<file path="config.mk">
export PLATFORM = sky130hd
export DESIGN_NAME = key_auto_repeat_accel
export DESIGN_NICKNAME = d
export VERILOG_FILES = /design/src/rtl/core/kar_pkg.sv /design/src/rtl/core/kar_core.sv /design/src/rtl/core/key_auto_repeat_accel.sv
export SDC_FILE = /design/constraint.sdc
export NUM_CORES = 1
export LEC_CHECK = 0
export ABC_CLOCK_PERIOD_IN_PS = 15600
export BUFFER_PORTS_ARGS = -buffer_cell sky130_fd_sc_hd__buf_2
export CAP_MARGIN = 40
export CORE_MARGIN = 5
export CORE_UTILIZATION = 25
export DETAILED_ROUTE_END_ITERATION = 7
export MAX_ROUTING_LAYER = met4
export PLACE_DENSITY_LB_ADDON = 0.2
export REMOVE_ABC_BUFFERS = 1
export SETUP_SLACK_MARGIN = 0.5
export SLEW_MARGIN = 40
export SYNTH_ARGS = -nofsm -noshare
export SYNTH_HDL_FRONTEND = slang
export SYNTH_SLANG_ARGS = --single-unit
</file>
<file path="constraint.sdc">
create_clock -name clk -period 15.6 [get_ports clk]
set_input_delay 0 -clock clk [delete_from_list [all_inputs] [get_ports clk]]
set_output_delay 0 -clock clk [all_outputs]
set_load 0.01 [all_outputs]
</file>
<file path="src/rtl/core/kar_pkg.sv">
// kar_pkg: shared types and constants for the key auto-repeat block.
// Used by kar_core and key_auto_repeat_accel; no dependencies.
package kar_pkg;

  localparam int unsigned CfgIdxW = 2;
  localparam int unsigned CfgDataW = 8;
  localparam int unsigned StepsW = 4;

  localparam logic [CfgIdxW-1:0] CFG_INITIAL_DELAY   = 2'd0;
  localparam logic [CfgIdxW-1:0] CFG_BASE_INTERVAL   = 2'd1;
  localparam logic [CfgIdxW-1:0] CFG_MIN_INTERVAL    = 2'd2;
  localparam logic [CfgIdxW-1:0] CFG_MAX_ACCEL_STEPS = 2'd3;

  localparam logic [7:0] RST_INITIAL_DELAY   = 8'd12;
  localparam logic [7:0] RST_BASE_INTERVAL   = 8'd4;
  localparam logic [7:0] RST_MIN_INTERVAL    = 8'd1;
  localparam logic [3:0] RST_MAX_ACCEL_STEPS = 4'd6;

  // hold-time thresholds
  localparam logic [7:0] HOLD_T75 = 8'd75;
  localparam logic [7:0] HOLD_T60 = 8'd60;
  localparam logic [7:0] HOLD_T45 = 8'd45;
  localparam logic [7:0] HOLD_T30 = 8'd30;
  localparam logic [7:0] HOLD_T22 = 8'd22;
  localparam logic [7:0] HOLD_T15 = 8'd15;
  localparam logic [StepsW-1:0] STEPS_T45 = 4'd4;

  localparam logic [7:0] CNT_MAX = 8'd255;

  localparam logic signed [1:0] DIR_NONE = 2'sd0;
  localparam logic signed [1:0] DIR_POS  = 2'sd1;
  localparam logic signed [1:0] DIR_NEG  = -2'sd1;

  typedef struct packed {
    logic            key_right;
    logic            key_left;
    logic            key_down;
    logic            up_held;
    logic            scrolling;
    logic            axis;
  } kar_in_t;

  typedef struct packed {
    logic signed [1:0]  direction;
    logic               triggered;
    logic [StepsW-1:0]  steps;
  } kar_res_t;

endpackage

</file>
<file path="src/rtl/core/kar_core.sv">
// kar_core: direction decode, hold/repeat counters and config registers.
// Produces one result per accepted word; depends on kar_pkg.
module kar_core (
  input  logic                            clk,
  input  logic                            rst_n,
  input  logic                            cfg_we,
  input  logic [kar_pkg::CfgIdxW-1:0]     cfg_index,
  input  logic [kar_pkg::CfgDataW-1:0]    cfg_wdata,
  input  logic                            step,
  input  kar_pkg::kar_in_t                item,
  output kar_pkg::kar_res_t               res
);

  logic [7:0] initial_delay_r;
  logic [7:0] base_interval_r;
  logic [7:0] min_interval_r;
  logic [3:0] max_accel_steps_r;

  logic signed [1:0] last_dir_r, last_dir_nxt;
  logic [7:0] repeat_cnt_r, repeat_cnt_nxt;
  logic [7:0] hold_cnt_r, hold_cnt_nxt;
  logic       in_delay_r, in_delay_nxt;

  logic              pos, neg;
  logic signed [1:0] dir;
  logic [7:0]        hold_inc, rep_inc, interval, iv_raw, delay;
  logic [3:0]        steps_hold;

  always_ff @(posedge clk) begin
    if (!rst_n) begin
      initial_delay_r   <= kar_pkg::RST_INITIAL_DELAY;
      base_interval_r   <= kar_pkg::RST_BASE_INTERVAL;
      min_interval_r    <= kar_pkg::RST_MIN_INTERVAL;
      max_accel_steps_r <= kar_pkg::RST_MAX_ACCEL_STEPS;
    end else if (cfg_we) begin
      unique case (cfg_index)
        kar_pkg::CFG_INITIAL_DELAY:   initial_delay_r   <= cfg_wdata;
        kar_pkg::CFG_BASE_INTERVAL:   base_interval_r   <= cfg_wdata;
        kar_pkg::CFG_MIN_INTERVAL:    min_interval_r    <= cfg_wdata;
        kar_pkg::CFG_MAX_ACCEL_STEPS: max_accel_steps_r <= cfg_wdata[3:0];
        default: ;
      endcase
    end
  end

  always_comb begin
    pos = item.axis ? item.key_down : item.key_right;
    neg = item.axis ? item.up_held  : item.key_left;
    dir = pos ? kar_pkg::DIR_POS : (neg ? kar_pkg::DIR_NEG : kar_pkg::DIR_NONE);

    hold_inc = (hold_cnt_r == kar_pkg::CNT_MAX) ? hold_cnt_r : hold_cnt_r + 8'd1;
    rep_inc  = (repeat_cnt_r == kar_pkg::CNT_MAX) ? repeat_cnt_r : repeat_cnt_r + 8'd1;

    // interval and steps follow the hold count after this frame's increment
    priority if (hold_inc > kar_pkg::HOLD_T60) iv_raw = 8'd1;
    else if (hold_inc > kar_pkg::HOLD_T45)    iv_raw = 8'd2;
    else if (hold_inc > kar_pkg::HOLD_T22)    iv_raw = 8'd3;
    else                                      iv_raw = base_interval_r;
    interval = (iv_raw < min_interval_r) ? min_interval_r : iv_raw;
    delay = in_delay_r ? initial_delay_r : interval;

    priority if (hold_inc > kar_pkg::HOLD_T75) steps_hold = max_accel_steps_r;
    else if (hold_inc > kar_pkg::HOLD_T45)    steps_hold = kar_pkg::STEPS_T45;
    else if (hold_inc > kar_pkg::HOLD_T30)    steps_hold = 4'd3;
    else if (hold_inc > kar_pkg::HOLD_T15)    steps_hold = 4'd2;
    else                                      steps_hold = 4'd1;

    last_dir_nxt   = last_dir_r;
    repeat_cnt_nxt = repeat_cnt_r;
    hold_cnt_nxt   = hold_cnt_r;
    in_delay_nxt   = in_delay_r;
    res.direction  = dir;
    res.triggered  = 1'b0;
    res.steps      = 4'd1;

    if (dir != last_dir_r) begin
      last_dir_nxt   = dir;
      repeat_cnt_nxt = '0;
      hold_cnt_nxt   = '0;
      in_delay_nxt   = 1'b1;
      res.triggered  = (dir != kar_pkg::DIR_NONE);
    end else if (dir != kar_pkg::DIR_NONE) begin
      hold_cnt_nxt = hold_inc;
      if (!item.scrolling) begin
        repeat_cnt_nxt = rep_inc;
        if (rep_inc >= delay) begin
          repeat_cnt_nxt = '0;
          in_delay_nxt   = 1'b0;
          res.triggered  = 1'b1;
          res.steps      = steps_hold;
        end
      end
    end
  end

  always_ff @(posedge clk) begin
    if (!rst_n) begin
      last_dir_r   <= kar_pkg::DIR_NONE;
      repeat_cnt_r <= '0;
      hold_cnt_r   <= '0;
      in_delay_r   <= 1'b0;
    end else if (step) begin
      last_dir_r   <= last_dir_nxt;
      repeat_cnt_r <= repeat_cnt_nxt;
      hold_cnt_r   <= hold_cnt_nxt;
      in_delay_r   <= in_delay_nxt;
    end
  end

endmodule

</file>
<file path="src/rtl/core/key_auto_repeat_accel.sv">
// key_auto_repeat_accel: typematic key repeat with hold-time acceleration.
// Top level; instantiates kar_core, depends on kar_pkg.
//
// Usage: send one word per frame tick on the in_ stream. in_tuser is the
// axis select (0 right/left, 1 down/up); in_tdata carries the key levels
// and the scrolling flag. Every accepted word yields exactly one result
// word on the out_ stream: direction, triggered flag and step multiplier.
// Settings are written on the cfg_ port (index 0 initial delay, 1 base
// interval, 2 min interval, 3 max accel steps) while the stream is idle.
// Each accepted result is loaded into the result register, or into the skid
// register while the receiver stalls. One word per cycle while in_tready is
// high; the counter state is updated in the same cycle the word is taken.
// A two-entry output stage (result register plus skid) keeps in_tready
// high for one more word while the receiver stalls; after that in_tready
// drops until a result is taken.
// Reset clears the counters, the held direction and the output stage and
// restores the default settings.
module key_auto_repeat_accel (
  input  logic                          clk,
  input  logic                          rst_n,
  input  logic                          in_tvalid,
  output logic                          in_tready,
  // bit0 key_right, bit1 key_left, bit2 key_down, bit3 up_held,
  // bit4 scrolling, bits7:5 zero
  input  logic [7:0]                    in_tdata,
  // bit0 axis
  input  logic                          in_tuser,
  output logic                          out_tvalid,
  input  logic                          out_tready,
  // bits1:0 direction (signed), bit2 triggered, bits6:3 steps, bit7 zero
  output logic [7:0]                    out_tdata,
  input  logic                          cfg_we,
  input  logic [kar_pkg::CfgIdxW-1:0]   cfg_index,
  input  logic [kar_pkg::CfgDataW-1:0]  cfg_wdata
);

  kar_pkg::kar_in_t  item;
  kar_pkg::kar_res_t res;
  kar_pkg::kar_res_t out_r, skid_r;
  logic              out_v_r, skid_v_r;
  logic              in_acc, out_load;

  assign item.key_right = in_tdata[0];
  assign item.key_left  = in_tdata[1];
  assign item.key_down  = in_tdata[2];
  assign item.up_held   = in_tdata[3];
  assign item.scrolling = in_tdata[4];
  assign item.axis      = in_tuser;

  assign in_tready = !skid_v_r;
  assign in_acc    = in_tvalid && in_tready;
  assign out_load  = !out_v_r || out_tready;

  kar_core u_core (
    .clk       (clk),
    .rst_n     (rst_n),
    .cfg_we    (cfg_we),
    .cfg_index (cfg_index),
    .cfg_wdata (cfg_wdata),
    .step      (in_acc),
    .item      (item),
    .res       (res)
  );

  always_ff @(posedge clk) begin
    if (!rst_n) begin
      out_v_r  <= 1'b0;
      skid_v_r <= 1'b0;
    end else begin
      if (out_load) begin
        // skid is empty whenever a word is accepted
        out_v_r  <= skid_v_r || in_acc;
        skid_v_r <= 1'b0;
      end else if (in_acc) begin
        skid_v_r <= 1'b1;
      end
    end
  end

  always_ff @(posedge clk) begin
    if (out_load) begin
      out_r <= skid_v_r ? skid_r : res;
    end
    if (in_acc && !out_load) begin
      skid_r <= res;
    end
  end

  assign out_tvalid = out_v_r;
  assign out_tdata  = {1'b0, out_r.steps, out_r.triggered, out_r.direction};

endmodule

</file>
# == After elaboration in Yosys (flattened, before gate mapping) ==
# Cells that the tools add are included.
# op_classes
n_addsub,2
reduce_logical,20
order_cmp,8
mux,31
n_bitwise,1
eq_ne,7
# ops
cell,count
8-bit 2-to-1 mux,13
8-bit by 1-bit adder with 8-bit output (second input constant),2
8-bit == test (second input constant),2
8-bit by 5-bit > comparator with 1-bit output (second input constant),2
8-bit by 6-bit > comparator with 1-bit output (second input constant),2
4-bit 2-to-1 mux,4
5-bit 2-to-1 mux,3
2-bit AND reduction,6
8-bit greater-or-equal comparator,1
8-bit by 4-bit > comparator with 1-bit output (second input constant),1
8-bit by 7-bit > comparator with 1-bit output (second input constant),1
8-bit less-than comparator,1
1-bit 2-to-1 mux,7
7-bit 2-to-1 mux,1
2-bit 2-to-1 mux,3
2-bit nonzero test,3
2-bit == test (second input constant),2
4-bit AND reduction,1
1-bit zero test,3
3-bit AND reduction,1
2-bit by 1-bit == test with 1-bit output (second input constant),1
1-bit logical AND,2
2-bit zero test,1
1-bit logical OR,2
4 further kinds,4
# word_totals
input_bits,24
regBits,63

# == Depth between registers and ports, before layout ==
# depth
ltp_word,15
mapped_depth,23
mapped_depth_nobuf,22

# == Cells and area by module ==
# A second synthesis with hierarchy kept.
# unflattened
cells_unflattened,430
area_unflattened_um2,3923.8
# modules_own_cells
module,cells_per_inst,n_inst,area_per_inst_um2,seq_area_each_um2
kar_core,397,1,3281.9,940.9
key_auto_repeat_accel,33,1,641.9,460.4

# == Worst setup path after synthesis ==
# Ideal clock, no wire load.
# synth_timing
path_type,reg2reg
startpoint,register u_core.hold_cnt_r[0]
endpoint,"register out_r, in the netlist out_tdata[3], data pin"
n_path_buf,2
slack_ns,10.609
setup_time_ns,0.260
stages_incl_launch_ff,24
t_required_ns,15.340
t_arrival_ns,4.731
cell_sequence,dfxtp_1 ha_1 buf_4 and2_1 nor3_1 o21ai_0 a21oi_1 and2_1 ha_1 a21o_1 a21o_1 a21oi_1 and3_1 o211ai_2 and4_1 clkbuf_1 a222oi_1 ha_1 o211a_1 o21ai_0 o31ai_1 nor4b_4 o211ai_2 mux2_2
# synth_rtl
element,line,text
from (decl),kar_core.sv:21,"logic [7:0] hold_cnt_r, hold_cnt_nxt;"
from (signal assigned),kar_core.sv:105,hold_cnt_r <= hold_cnt_nxt;
to (signal assigned),key_auto_repeat_accel.sv:82,out_r <= skid_v_r ? skid_r : res;
to (decl),key_auto_repeat_accel.sv:39,"kar_pkg::kar_res_t out_r, skid_r;"

==> flow_summary.json <==
{
  "outcome": "completed",
  "fin_util_pct": 29.7,
  "crit_path_end_kind": "register",
  "cp_slowest_cell": "o31ai_1",
  "die_h_um": 133,
  "gr-total-overflow": 0,
  "postCtsSetupRepairBufs": 0,
  "min_path_cells": 3,
  "routabilityCongestion": 0.804,
  "drv_cap": 0,
  "drive_gt1_share_pct": 15.3,
  "startpoint": "u_core.hold_cnt_r[0]",
  "core_area_um2": 15100,
  "antenna_found_initial": 0,
  "totalWireLength_mm": 9.31,
  "layout_common_cells": "49 x dfxtp_1, 39 x nand2_1, 33 x nor2b_1",
  "grt_pass1_vias": 2990,
  "area_delta_synth_final_pct": 17.9,
  "cp_common_cell": "a21oi_1",
  "cts.path.max_buffers": 2,
  "max_slew_margin_pct": 52.8,
  "cts-buffers-inserted": 9,
  "path_delay_family": "compound AO/OA/AOI/OAI gates",
  "crit_chain": "ha_1, and4_1, a21oi_1, a21oi_1, and2_1, ha_1, a21o_1, a21o_1, a21oi_1, and3_1, o211ai_2, a21oi_1, a222oi_1, ha_1, o211a_1, o21ai_0, o31ai_1, nor4b_4, o211ai_2, mux2_2",
  "worstRegToRegCells": 20,
  "cts.sinks": 63,
  "critPathCapture": "out_tdata[3]",
  "synth_edf_count": 14,
  "finalSetupViolCount": 0,
  "arrival_ps": 6780,
  "synthArstFlopShare_pct": 0,
  "avgRoutedWirePerCell_um": 14.7,
  "ys_types": 67,
  "skew_ps": 8.42,
  "ys_seq_elements": 63,
  "total_power_uw": 460,
  "max-vdd-ir-drop_mv": 0.0513,
  "die_w_um": 133,
  "placed_cell_area_um2": 4060,
  "drv_slew": 0,
  "reg2reg_from": "u_core.hold_cnt_r[0]",
  "diodes": 0,
  "clock_latency_ps": 330,
  "cts_tree": "built",
  "ys.flop_type": "dfxtp_1",
  "hold_class": "input port to register",
  "start_util_pct": 25.2,
  "rrSetupSlack_ps": 8900,
  "port_buffers": 29,
  "max_stage_delay_ps": 640,
  "rsz0062_at_grt": "no",
  "grtUsageTotal_pct": 11.1,
  "drc_errors": 0,
  "hpwl_mm": 6.54,
  "crit_fanout": 15,
  "fmax_ghz": 0.149,
  "clk_pin_slew_ps": 60,
  "required_ps": 15680,
  "num_io_pins": 34,
  "core.rowCount": 45,
  "reg2reg_to": "out_tdata[3]",
  "grt_max_degree": 51,
  "powerDensity_nw_per_um2": 102,
  "root_buffer": "clkbuf_16",
  "grt_first_pass_wirelength_mm": 15.5,
  "hold_viol": 0,
  "layout_min_cycle_time_ps": 6700,
  "die_area_um2": 17800,
  "tns_ps": 0,
  "cts_max_level": 3,
  "ys_warn_count": 0,
  "path_buf_inv": 0,
  "finalCritPeriodShare_pct": 42.9,
  "setup_ws_ps": 8900,
  "drtAntennaViolNets": 0,
  "fin_area_um2": 4480,
  "path_depth": 20,
  "tightestPinTransition_ps": 702,
  "synth_area_um2": 3800,
  "worstSetupPathType": "register to register",
  "layout_commonest_cell": "dfxtp_1",
  "drt_iter0_markers": 266,
  "via_per_inst": 4.91,
  "p_leak_uw": 0.00171,
  "syn_area_per_cell_um2": 9.19,
  "nNetsFinal": 480,
  "pre_cts_ws_ps": 9030,
  "vias": 3105,
  "syn_inst": 414,
  "drtPass1Iterations": 6,
  "synth.yosys.seq_area_share_pct": 36.8,
  "startpoint_type": "register"
}
## layout make-up
| type | instances | area (um2) |
|---|---|---|
| Fill cell | 1612 | 10600 |
| Multi-Input combinational cell | 310 | 2210 |
| Sequential cell | 63 | 1400 |
| Timing Repair Buffer | 39 | 245 |
| Tap cell | 188 | 235 |
| Clock buffer | 9 | 225 |
| Clock inverter | 7 | 111 |
| Inverter | 16 | 60.1 |
## state kept, by name, summed over array words and instances, names as in the netlist
name	flops
u_core.initial_delay_r	8
u_core.max_accel_steps_r	4
u_core.in_delay_r	1
u_core.last_dir_r	2
skid_r	7
u_core.min_interval_r	8
u_core.hold_cnt_r	8
out_tvalid	1
u_core.base_interval_r	8
u_core.repeat_cnt_r	8
skid_v_r	1
out_tdata	7
## through the flow
stage	instances	hold slack [ps]
detailed placement	607	281
global route	632	44.1
global placement	607	273
finish	632	52.5
floorplan	389	61.9
CTS	632	32.2
## synth_stat cells (5+ instances only)
library cell  instances  area share [%]
ha_1                 17             5.6
o21ai_0              10             1.3
nand2_1              39             3.8
edfxtp_1             14              11
nand2b_1              6            0.99
and3_1                6            0.99
buf_2                 5            0.66
clkbuf_1             11             1.1
buf_4                 6             1.2
a21boi_0             12             2.4
mux2_2                7             2.1
a222oi_1              6             1.6
nand3_1              10             1.3
nor2_1               14             1.4
a22oi_1               9             1.8
a21oi_1              20             2.6
nor3_1               10             1.3
nor2b_1              33             5.4
mux2i_1              21             5.5
inv_1                15             1.5
nor3b_1               7             1.4
a21o_1                6             1.2
dfxtp_1              49              26
and2_1                9             1.5
## logic make-up (layout without fill, tap and decap cells)
family	Yosys count	after routing	synth area share, %
flops	63	63	36.8
simple gates	157	157	23.5
buf+inv	41	71	5.20
compound gates	102	102	20.1
other cells	1	1	0.0986
mux	28	28	7.60
xor+xnor	5	5	1.15
fa+ha+maj	17	17	5.59
## layer usage
layer  share of wire (%)  GRT usage [%]
met3                 4.7           2.91
met2                  47           17.6
met5                   0              -
met1                  48           14.1
met4                0.65           2.86
## worst register-to-register path, stage by stage, from the launching register on
cell and delay [ps]:
dfxtp_1 610, ha_1 500, and4_1 440, a21oi_1 210, a21oi_1 520, and2_1 220
ha_1 240, a21o_1 160, a21o_1 170, a21oi_1 170, and3_1 230, o211ai_2 140
a21oi_1 560, a222oi_1 240, ha_1 350, o211a_1 140, o21ai_0 90, o31ai_1 640
nor4b_4 390, o211ai_2 160, mux2_2 290
## worst min-delay path by stage
stage	endpoint	slack, ps	from
6_report	skid_r[0]	50	in_tdata[4]
5_1_grt	skid_r[0]	40	in_tdata[4]
4_1_cts	skid_r[0]	30	in_tdata[4]
2_1_floorplan	u_core.base_interval_r[2]	60	rst_n
3_5_place_dp	u_core.min_interval_r[0]	280	cfg_wdata[0]
3_3_place_gp	u_core.min_interval_r[5]	270	cfg_wdata[5]
## where the power goes
group          internal (uW)  switching [uW]  total, uW
Sequential               172            4.43        177
Combinational           22.8            30.7       53.5
Clock                    155            74.3        229
Total                    350             109        460
## repair_timing
item,in CTS,in global routing
hold buffers,9,0
gates resized for setup,0,0
hold endpoints to repair,25,0
Power figures use the tool's default switching activity.
